===== src/hdl/telnet_rx_parser_option_negotiator_core_macros.svh =====
// Assertion macros shared by the telnet receive parser queue and negotiator
`ifndef TELNET_RX_PARSER_OPTION_NEGOTIATOR_CORE_MACROS_SVH
`define TELNET_RX_PARSER_OPTION_NEGOTIATOR_CORE_MACROS_SVH

// Check a condition in the same cycle as its trigger
`define TNRX_ASSERT_NOW(label, ante, cons, msg) \
  label: assert property (@(posedge clk) disable iff (rst) (ante) |-> (cons)) else $error(msg);

// Check a condition in the cycle after its trigger
`define TNRX_ASSERT_NEXT(label, ante, cons, msg) \
  label: assert property (@(posedge clk) disable iff (rst) (ante) |=> (cons)) else $error(msg);

`endif


===== src/hdl/tnrx_pkg.sv =====
// Shared types and constants for the telnet receive parser
package tnrx_pkg;

  // Protocol bytes
  localparam logic [7:0] B_NUL  = 8'h00;
  localparam logic [7:0] B_LF   = 8'h0A;
  localparam logic [7:0] B_CR   = 8'h0D;
  localparam logic [7:0] B_SE   = 8'hF0;
  localparam logic [7:0] B_SB   = 8'hFA;
  localparam logic [7:0] B_WILL = 8'hFB;
  localparam logic [7:0] B_WONT = 8'hFC;
  localparam logic [7:0] B_DO   = 8'hFD;
  localparam logic [7:0] B_DONT = 8'hFE;
  localparam logic [7:0] B_IAC  = 8'hFF;

  // Option codes with special handling
  localparam logic [7:0] OPT_BINARY = 8'd0;
  localparam logic [7:0] OPT_ECHO   = 8'd1;
  localparam logic [7:0] OPT_SGA    = 8'd3;
  localparam logic [7:0] OPT_STATUS = 8'd6;
  localparam logic [7:0] OPT_NAWS   = 8'd31;

  // Command queue sizing
  localparam int CMDQ_DEPTH = 2;
  localparam int CMDQ_AW    = 1;
  localparam int CMDQ_CW    = 2;

  // Result kinds on the output
  localparam logic OUT_DATA  = 1'b0;
  localparam logic OUT_REPLY = 1'b1;

  // Work item handed from the parser to the negotiator
  typedef enum logic [2:0] {
    CMD_DATA = 3'd0,
    CMD_WILL = 3'd1,
    CMD_WONT = 3'd2,
    CMD_DO   = 3'd3,
    CMD_DONT = 3'd4
  } cmd_kind_t;

  typedef struct packed {
    cmd_kind_t  kind;
    logic [7:0] value;
  } cmd_t;

  // Command queue status seen by both sides
  typedef struct packed {
    logic full;
    logic empty;
  } qstat_t;

endpackage


===== src/hdl/tnrx_front.sv =====
// Byte parser: tracks the stream state and classifies each byte
module tnrx_front (
  input  logic                clk,
  input  logic                rst,
  input  logic                push,
  input  logic [7:0]          rx_byte,
  input  tnrx_pkg::qstat_t    qstat,
  output logic                cmd_wr,
  output tnrx_pkg::cmd_t      cmd
);

  typedef enum logic [9:0] {
    ST_NORMAL = 10'b0000000001,
    ST_CR     = 10'b0000000010,
    ST_IAC    = 10'b0000000100,
    ST_WILL   = 10'b0000001000,
    ST_WONT   = 10'b0000010000,
    ST_DO     = 10'b0000100000,
    ST_DONT   = 10'b0001000000,
    ST_SB     = 10'b0010000000,
    ST_SB_CR  = 10'b0100000000,
    ST_SB_IAC = 10'b1000000000
  } state_t;

  state_t state;
  state_t state_next;
  logic   emit;
  logic   accept;

  assign accept = push & ~qstat.full;

  // Decode the next state and whether this byte yields work
  always_comb begin
    state_next = state;
    emit       = 1'b0;
    cmd.kind   = tnrx_pkg::CMD_DATA;
    cmd.value  = rx_byte;
    case (state)
      ST_CR: begin
        if (rx_byte == tnrx_pkg::B_NUL) begin
          state_next = ST_NORMAL;
          emit       = 1'b1;
          cmd.value  = tnrx_pkg::B_CR;
        end else if (rx_byte == tnrx_pkg::B_IAC) begin
          state_next = ST_IAC;
        end else if (rx_byte == tnrx_pkg::B_CR) begin
          state_next = ST_CR;
        end else begin
          state_next = ST_NORMAL;
          emit       = 1'b1;
        end
      end
      ST_IAC: begin
        case (rx_byte)
          tnrx_pkg::B_IAC: begin
            state_next = ST_NORMAL;
            emit       = 1'b1;
          end
          tnrx_pkg::B_SB:   state_next = ST_SB;
          tnrx_pkg::B_WILL: state_next = ST_WILL;
          tnrx_pkg::B_WONT: state_next = ST_WONT;
          tnrx_pkg::B_DO:   state_next = ST_DO;
          tnrx_pkg::B_DONT: state_next = ST_DONT;
          default:          state_next = ST_NORMAL;
        endcase
      end
      ST_WILL: begin
        state_next = ST_NORMAL;
        emit       = 1'b1;
        cmd.kind   = tnrx_pkg::CMD_WILL;
      end
      ST_WONT: begin
        state_next = ST_NORMAL;
        emit       = 1'b1;
        cmd.kind   = tnrx_pkg::CMD_WONT;
      end
      ST_DO: begin
        state_next = ST_NORMAL;
        emit       = 1'b1;
        cmd.kind   = tnrx_pkg::CMD_DO;
      end
      ST_DONT: begin
        state_next = ST_NORMAL;
        emit       = 1'b1;
        cmd.kind   = tnrx_pkg::CMD_DONT;
      end
      ST_SB: begin
        if (rx_byte == tnrx_pkg::B_IAC) begin
          state_next = ST_SB_IAC;
        end else if (rx_byte == tnrx_pkg::B_CR) begin
          state_next = ST_SB_CR;
        end else begin
          emit = 1'b1;
        end
      end
      ST_SB_CR: begin
        if (rx_byte inside {tnrx_pkg::B_LF, tnrx_pkg::B_NUL}) begin
          state_next = ST_SB;
        end else if (rx_byte == tnrx_pkg::B_IAC) begin
          state_next = ST_SB_IAC;
        end else begin
          state_next = ST_SB;
          emit       = 1'b1;
        end
      end
      ST_SB_IAC: begin
        if (rx_byte == tnrx_pkg::B_SE) begin
          state_next = ST_NORMAL;
        end else if (rx_byte != tnrx_pkg::B_IAC) begin
          state_next = ST_SB;
        end
      end
      default: begin
        // Plain data, and any code outside the state set
        if (rx_byte == tnrx_pkg::B_IAC) begin
          state_next = ST_IAC;
        end else if (rx_byte == tnrx_pkg::B_CR) begin
          state_next = ST_CR;
        end else begin
          state_next = ST_NORMAL;
          emit       = 1'b1;
        end
      end
    endcase
  end

  assign cmd_wr = accept & emit;

  // Advance the parser on every accepted byte
  always_ff @(posedge clk) begin
    if (rst) begin
      state <= ST_NORMAL;
    end else if (accept) begin
      state <= state_next;
    end
  end

endmodule


===== src/hdl/tnrx_cmdq.sv =====
// Two-entry command queue between parser and negotiator
`include "telnet_rx_parser_option_negotiator_core_macros.svh"

module tnrx_cmdq (
  input  logic              clk,
  input  logic              rst,
  input  logic              wr,
  input  tnrx_pkg::cmd_t    wdata,
  input  logic              rd,
  output tnrx_pkg::cmd_t    rdata,
  output tnrx_pkg::qstat_t  stat
);

  tnrx_pkg::cmd_t                    mem [tnrx_pkg::CMDQ_DEPTH];
  logic [tnrx_pkg::CMDQ_AW-1:0]      wptr;
  logic [tnrx_pkg::CMDQ_AW-1:0]      rptr;
  logic [tnrx_pkg::CMDQ_CW-1:0]      count;

  assign stat.full  = (count == tnrx_pkg::CMDQ_CW'(tnrx_pkg::CMDQ_DEPTH));
  assign stat.empty = (count == '0);
  assign rdata      = mem[rptr];

  // Store the incoming command
  always_ff @(posedge clk) begin
    if (wr) begin
      mem[wptr] <= wdata;
    end
  end

  // Move pointers and occupancy
  always_ff @(posedge clk) begin
    if (rst) begin
      wptr  <= '0;
      rptr  <= '0;
      count <= '0;
    end else begin
      if (wr) begin
        wptr <= wptr + 1'b1;
      end
      if (rd) begin
        rptr <= rptr + 1'b1;
      end
      if (wr && !rd) begin
        count <= count + 1'b1;
      end else if (rd && !wr) begin
        count <= count - 1'b1;
      end
    end
  end

  `TNRX_ASSERT_NOW(a_no_overflow, wr && stat.full, rd, "command written into a full queue")
  `TNRX_ASSERT_NOW(a_no_underflow, rd, !stat.empty, "command read from an empty queue")
  `TNRX_ASSERT_NOW(a_count_range, 1'b1, count <= tnrx_pkg::CMDQ_CW'(tnrx_pkg::CMDQ_DEPTH), "queue count out of range")

endmodule


===== src/hdl/tnrx_back.sv =====
// Option negotiator: answers option commands, passes data bytes and registers each result
`include "telnet_rx_parser_option_negotiator_core_macros.svh"

module tnrx_back (
  input  logic              clk,
  input  logic              rst,
  input  logic              refuse_remote_echo_we,
  input  logic              refuse_remote_echo,
  input  tnrx_pkg::qstat_t  qstat,
  input  tnrx_pkg::cmd_t    cmd,
  output logic              cmd_rd,
  output logic              empty,
  input  logic              pop,
  output logic              out_kind,
  output logic [7:0]        data_byte,
  output logic [7:0]        reply_command,
  output logic [7:0]        reply_option,
  output logic              echo_flag,
  output logic              naws_flag,
  output logic              resize_write,
  output logic              resize_value
);

  logic       refuse_echo;
  logic       echo_on;
  logic       naws_on;
  logic       echo_next;
  logic       naws_next;
  logic       out_valid;
  logic       load;
  logic       on;
  logic       refused;
  logic       r_kind;
  logic [7:0] r_data;
  logic [7:0] r_cmd;
  logic [7:0] r_opt;
  logic       r_rw;
  logic       r_rv;

  assign load   = ~qstat.empty & (~out_valid | pop);
  assign cmd_rd = load;
  assign empty  = ~out_valid;

  // Hold the echo policy register
  always_ff @(posedge clk) begin
    if (rst) begin
      refuse_echo <= 1'b0;
    end else if (refuse_remote_echo_we) begin
      refuse_echo <= refuse_remote_echo;
    end
  end

  // Build the result for the command at the queue head
  always_comb begin
    echo_next = echo_on;
    naws_next = naws_on;
    on        = (cmd.kind == tnrx_pkg::CMD_WILL) || (cmd.kind == tnrx_pkg::CMD_DO);
    refused   = cmd.value inside {8'd5, 8'd24, 8'd32, 8'd33, 8'd34, 8'd35, 8'd36, 8'd39};
    r_kind    = tnrx_pkg::OUT_REPLY;
    r_data    = 8'd0;
    r_cmd     = 8'd0;
    r_opt     = cmd.value;
    r_rw      = 1'b0;
    r_rv      = 1'b0;
    case (cmd.kind)
      tnrx_pkg::CMD_WILL, tnrx_pkg::CMD_WONT: begin
        r_cmd = tnrx_pkg::B_DONT;
        if (!refused) begin
          case (cmd.value)
            tnrx_pkg::OPT_BINARY, tnrx_pkg::OPT_SGA, tnrx_pkg::OPT_STATUS: begin
              r_cmd = on ? tnrx_pkg::B_DO : tnrx_pkg::B_DONT;
            end
            tnrx_pkg::OPT_ECHO: begin
              if (!refuse_echo) begin
                echo_next = on;
                r_cmd     = on ? tnrx_pkg::B_DO : tnrx_pkg::B_DONT;
              end
            end
            tnrx_pkg::OPT_NAWS: begin
              naws_next = on;
              r_cmd     = on ? tnrx_pkg::B_DO : tnrx_pkg::B_DONT;
              r_rw      = 1'b1;
              r_rv      = on;
            end
            default: r_cmd = tnrx_pkg::B_DONT;
          endcase
        end
      end
      tnrx_pkg::CMD_DO, tnrx_pkg::CMD_DONT: begin
        r_cmd = tnrx_pkg::B_WONT;
        if (!refused) begin
          case (cmd.value)
            tnrx_pkg::OPT_BINARY, tnrx_pkg::OPT_STATUS: begin
              r_cmd = on ? tnrx_pkg::B_WILL : tnrx_pkg::B_WONT;
            end
            tnrx_pkg::OPT_SGA: r_cmd = tnrx_pkg::B_WILL;
            tnrx_pkg::OPT_NAWS: begin
              naws_next = on;
              r_cmd     = on ? tnrx_pkg::B_WILL : tnrx_pkg::B_WONT;
              r_rw      = 1'b1;
              r_rv      = on;
            end
            default: r_cmd = tnrx_pkg::B_WONT;
          endcase
        end
      end
      default: begin
        // Data byte for local output
        r_kind = tnrx_pkg::OUT_DATA;
        r_data = cmd.value;
        r_opt  = 8'd0;
      end
    endcase
  end

  // Update negotiated flags and the result valid
  always_ff @(posedge clk) begin
    if (rst) begin
      echo_on   <= 1'b0;
      naws_on   <= 1'b0;
      out_valid <= 1'b0;
    end else begin
      if (load) begin
        echo_on   <= echo_next;
        naws_on   <= naws_next;
        out_valid <= 1'b1;
      end else if (pop) begin
        out_valid <= 1'b0;
      end
    end
  end

  // Load the result register
  always_ff @(posedge clk) begin
    if (load) begin
      out_kind      <= r_kind;
      data_byte     <= r_data;
      reply_command <= r_cmd;
      reply_option  <= r_opt;
      echo_flag     <= echo_next;
      naws_flag     <= naws_next;
      resize_write  <= r_rw;
      resize_value  <= r_rv;
    end
  end

  `TNRX_ASSERT_NOW(a_flags_match, out_valid, (echo_flag == echo_on) && (naws_flag == naws_on), "result flags differ from negotiated state")
  `TNRX_ASSERT_NOW(a_resize_naws, out_valid && resize_write, out_kind && (reply_option == tnrx_pkg::OPT_NAWS), "resize write on a non-NAWS result")
  `TNRX_ASSERT_NEXT(a_load_fills, load, out_valid, "loaded result not presented")

endmodule


===== src/hdl/telnet_rx_parser_option_negotiator_core.sv =====
// Top level of the telnet receive parser and option negotiator
//
//   channel   direction  handshake              payload
//   input     in         push / full            rx_byte
//   result    out        empty / pop            out_kind, data_byte, reply_command,
//                                               reply_option, echo_flag, naws_flag,
//                                               resize_write, resize_value
//   config    in         refuse_remote_echo_we  refuse_remote_echo
//
// One byte is accepted per cycle while full is low; a result passes through the
// command queue register, then the result register.
// The parser and the negotiator are joined by a two-entry command queue;
// full follows that queue, so it rises only when the result is held by pop low.
// rst is synchronous and clears parser state, flags, queue and result valid.
// Bytes that end in no result (command prefixes, CR pending) pass the queue by.
module telnet_rx_parser_option_negotiator_core (
  input  logic       clk,
  input  logic       rst,
  input  logic       push,
  output logic       full,
  input  logic [7:0] rx_byte,
  output logic       empty,
  input  logic       pop,
  output logic       out_kind,
  output logic [7:0] data_byte,
  output logic [7:0] reply_command,
  output logic [7:0] reply_option,
  output logic       echo_flag,
  output logic       naws_flag,
  output logic       resize_write,
  output logic       resize_value,
  input  logic       refuse_remote_echo_we,
  input  logic       refuse_remote_echo
);

  tnrx_pkg::qstat_t qstat;
  tnrx_pkg::cmd_t   wcmd;
  tnrx_pkg::cmd_t   rcmd;
  logic             cmd_wr;
  logic             cmd_rd;

  assign full = qstat.full;

  // Parse and classify incoming bytes
  tnrx_front u_front (
    .clk     (clk),
    .rst     (rst),
    .push    (push),
    .rx_byte (rx_byte),
    .qstat   (qstat),
    .cmd_wr  (cmd_wr),
    .cmd     (wcmd)
  );

  // Decouple parser from negotiator
  tnrx_cmdq u_cmdq (
    .clk   (clk),
    .rst   (rst),
    .wr    (cmd_wr),
    .wdata (wcmd),
    .rd    (cmd_rd),
    .rdata (rcmd),
    .stat  (qstat)
  );

  // Answer options and present results
  tnrx_back u_back (
    .clk                   (clk),
    .rst                   (rst),
    .refuse_remote_echo_we (refuse_remote_echo_we),
    .refuse_remote_echo    (refuse_remote_echo),
    .qstat                 (qstat),
    .cmd                   (rcmd),
    .cmd_rd                (cmd_rd),
    .empty                 (empty),
    .pop                   (pop),
    .out_kind              (out_kind),
    .data_byte             (data_byte),
    .reply_command         (reply_command),
    .reply_option          (reply_option),
    .echo_flag             (echo_flag),
    .naws_flag             (naws_flag),
    .resize_write          (resize_write),
    .resize_value          (resize_value)
  );

endmodule

===== config.mk =====
export PLATFORM = sky130hd
export DESIGN_NAME = telnet_rx_parser_option_negotiator_core
export DESIGN_NICKNAME = d
export VERILOG_FILES = /design/src/hdl/tnrx_pkg.sv /design/src/hdl/tnrx_front.sv /design/src/hdl/tnrx_cmdq.sv /design/src/hdl/tnrx_back.sv /design/src/hdl/telnet_rx_parser_option_negotiator_core.sv
export VERILOG_INCLUDE_DIRS = /design/src /design/src/hdl
export SDC_FILE = /design/constraint.sdc
export NUM_CORES = 1
export LEC_CHECK = 0
export ABC_AREA = 1
export BUFFER_PORTS_ARGS = -buffer_cell sky130_fd_sc_hd__buf_2
export CORE_MARGIN = 2
export CORE_UTILIZATION = 58
export DETAILED_ROUTE_END_ITERATION = 6
export HOLD_SLACK_MARGIN = 0.06
export PLACE_DENSITY = 0.8
export SETUP_SLACK_MARGIN = 0.3
export SYNTH_ARGS = -nofsm -noshare
export SYNTH_HDL_FRONTEND = slang
export SYNTH_SLANG_ARGS = --single-unit
export TNS_END_PERCENT = 100

===== constraint.sdc =====
create_clock -name clk -period 2.5 [get_ports clk]
set_input_delay 0.125 -clock clk [delete_from_list [all_inputs] [get_ports clk]]
set_output_delay 0.125 -clock clk [all_outputs]
set_load 0.02 [all_outputs]

==> flow_metrics.tcl <==
set metrics [dict create \
    cts_tree "yes" \
    ant_nets 0 \
    cp-end-kind "flip-flop" \
    finalCritPeriodShare 0.836 \
    cts_buffer_depth 2 \
    reg2reg_depth 15 \
    fin_ws_ns 0.410 \
    cts.clk_slew.worst_paths_ns 0.07 \
    grt_pass1_wl_mm 10.4 \
    drc 0 \
    first_pass_iters 6 \
    syn_area_um2 3490 \
    slowest_stage "dfxtp_4" \
    hold_path_class "in -> reg" \
    portBuffers 44 \
    coreArea_um2 5850 \
    critical_path.top_delay_family "simple AND/OR/NAND/NOR gates" \
    setup_viol_count_final 0 \
    grt_overflow 0 \
    tightest_slew_ns 0.445 \
    critPathKind "reg -> reg" \
    tns_ns 0 \
    max_freq_mhz 479 \
    rr_startpoint "u_front.state[4]" \
    avgViaCountPerCell 5.07 \
    place_ws_ns 0.259 \
    arrival_ns 2.33 \
    holdWs_ns 0.0781 \
    grt_usage 0.211 \
    clk_latency_ns 0.35 \
    ir_drop_v 0.000839 \
    root_buffer "clkbuf_8" \
    critical_path_required_ns 2.74 \
    gp_congestion 0.976 \
    final_cells 549 \
    grt_pass1_vias 2480 \
    fin_crit_ns 2.09 \
    path_depth 15 \
    areaGrowthSynthToFinish_pct 16.3 \
    cts_buffers 9 \
    drv_slew 0 \
    drive_gt1_frac 0.278 \
    clock-sinks 66 \
    maxCapViolCount 0 \
    cts-htree-levels 3 \
    min_from "rx_byte[1]" \
    crit_buf_inv 2 \
    wl_per_cell_um 12.2 \
    die_x_um 81.5 \
    nets 484 \
    synthCells 420 \
    grt_max_degree 32 \
    cp_cell_sequence "nor2_4 > nand2_2 > inv_1 > nand3_1 > nand2_1 > nor2_2 > nand2_1 > nand3_2 > nand2_2 > inv_1 > ha_1 > a21oi_1 > o21ai_1 > o21ai_1 > a21oi_1" \
    dp_hpwl_mm 4.80 \
    ios 45 \
    setup.worst_path.end "u_cmdq.count[1]" \
    synth_top_cell_by_area "edfxtp_1" \
    ys_warn_count 0 \
    mostFrequentLayoutCell "nand2_1" \
    num_rows 28 \
    r2r_slack_ns 0.41 \
    post-cts-setup-buffer-count 0 \
    avgSynthCellArea_um2 8.30 \
    wirelength_mm 6.68 \
    slew_headroom 0.699 \
    status "complete, no violations" \
    drt-initial-drc-count 138 \
    rsz0062_at_grt "no" \
    synth_cell_types 37 \
    syn_nets 435 \
    synthTopCellsByArea "edfxtp_1 40%, dfxtp_1 11%, nand2_1 10%, inv_1 7.6%, nor2_1 5.6%" \
    start_util 0.596 \
    synth_seq_cells 66 \
    final_cell_mix "93 x nand2_1, 70 x inv_1, 47 x edfxtp_1, 44 x nor2_1, 44 x buf_2" \
    finalHoldViolCount 0 \
    antenna_found_initial 0 \
    max_stage_delay_ns 0.37 \
    diodes 0 \
    num_vias 2785 \
    skew_ns 0.00778 \
    powerDensity_nw_per_um2 1110 \
    synth.top_cell.area_share 0.405 \
    crit_path_start "u_front.state[4]" \
    die_h_um 81.5 \
    critPathLaunchType "flip-flop" \
    post-place-cells 527 \
    ys_seq_area_frac 0.514 \
    die-area_um2 6650 \
    p_leak_nw 1.93 \
    cp_max_fo 5 \
    rr_endpoint "u_cmdq.count[1]" \
]
==> stage by stage <==
stage	util	area, µm²	total power, mW
2_1_floorplan	-	3490	3.27
3_3_place_gp	0.636	3720	3.54
6_report	0.693	4060	4.52
3_5_place_dp	0.636	3720	3.62
5_1_grt	0.693	4060	4.81
4_1_cts	0.681	3990	4.50
==> worst reg2reg max path: cells and delay by family, from the launching register on <==
| family | cells | cell delay (ns) |
|---|---|---|
| flops | 1 | 0.37 |
| fa+ha+maj | 1 | 0.31 |
| buf+inv | 2 | 0.17 |
| compound gates | 4 | 0.38 |
| simple gates | 8 | 0.76 |
==> final cells by class <==
class	instances	area, µm²
fill	450	1790
clock buffer	9	124
inverter	79	299
tap	75	93.8
multi-input combinational	260	1360
sequential	66	1810
timing repair buffer	53	303
clock inverter	7	70.1
==> flip-flops by register name (all words and copies together) (netlist names), named ones only <==
| name | count |
|---|---|
| u_back.data_byte | 8 |
| u_back.echo_flag | 1 |
| u_back.echo_on | 1 |
| u_back.naws_flag | 1 |
| u_back.naws_on | 1 |
| u_back.out_kind | 1 |
| u_back.out_valid | 1 |
| u_back.refuse_echo | 1 |
| u_back.reply_command | 4 |
| u_back.reply_option | 8 |
| u_back.resize_value | 1 |
| u_back.resize_write | 1 |
| u_cmdq.count | 2 |
| u_cmdq.mem | 22 |
| u_cmdq.rptr | 1 |
| u_cmdq.wptr | 1 |
| u_front.state | 10 |
==> cell usage after synthesis, drive strengths merged <==
master and count:
o41ai 1, nor3 6, nor2 65, o21ai 28, o211ai 1, nand4 2, ha 1, nand3 19
a21oi 23, or2 2, a31oi 1, nand2 106, inv 79, edfxtp 47, buf 9, o21a 1
and2 1, and3 2, dfxtp 19, clkbuf 6, o22ai 1
==> cells by family (layout without fill, tap and decap cells) <==
kind of cell	after synthesis	in the layout	share of synthesized area
flops	66	66	0.514
compound gates	56	56	0.0998
fa+ha+maj	1	1	0.00359
buf+inv	94	148	0.118
simple gates	203	203	0.265
==> worst min path at each step <==
stage | endpoint | slack, ns | cells past startpoint
after floorplan | u_back.refuse_echo | 0.26 | 2
after global placement | u_cmdq.mem[1][6] | 0.34 | 1
after detailed placement | u_cmdq.mem[0][5] | 0.35 | 1
after CTS | u_cmdq.mem[0][1] | 0.07 | 1
after global routing | u_cmdq.mem[1][1] | 0.09 | 1
final | u_cmdq.mem[1][1] | 0.08 | 1
==> report_power, final <==
group | total, mW | switching (mW) | leakage [nW] | internal [mW]
Sequential | 1.76 | 0.113 | 0.611 | 1.64
Clock | 0.877 | 0.421 | 0.0889 | 0.456
Combinational | 1.89 | 1.32 | 1.23 | 0.569
Total | 4.52 | 1.85 | 1.93 | 2.67
==> routing by layer <==
| layer | part of all wire | wire, µm | global-route usage |
|---|---|---|---|
| met5 | 0 | 0 | 0 |
| met4 | 0.033 | 218 | 0.146 |
| met3 | 0.056 | 377 | 0.0407 |
| met2 | 0.51 | 3390 | 0.361 |
| met1 | 0.40 | 2700 | 0.238 |
==> what timing repair did <==
item / CTS / global route
pin swaps: 0 / 3
hold buffers: 6 / 0
hold endpoints to repair: 9 / 0
gates resized for setup: 6 / 28
setup endpoints to repair: 1 / 13
No activity file was read; power rests on OpenSTA's default activity.
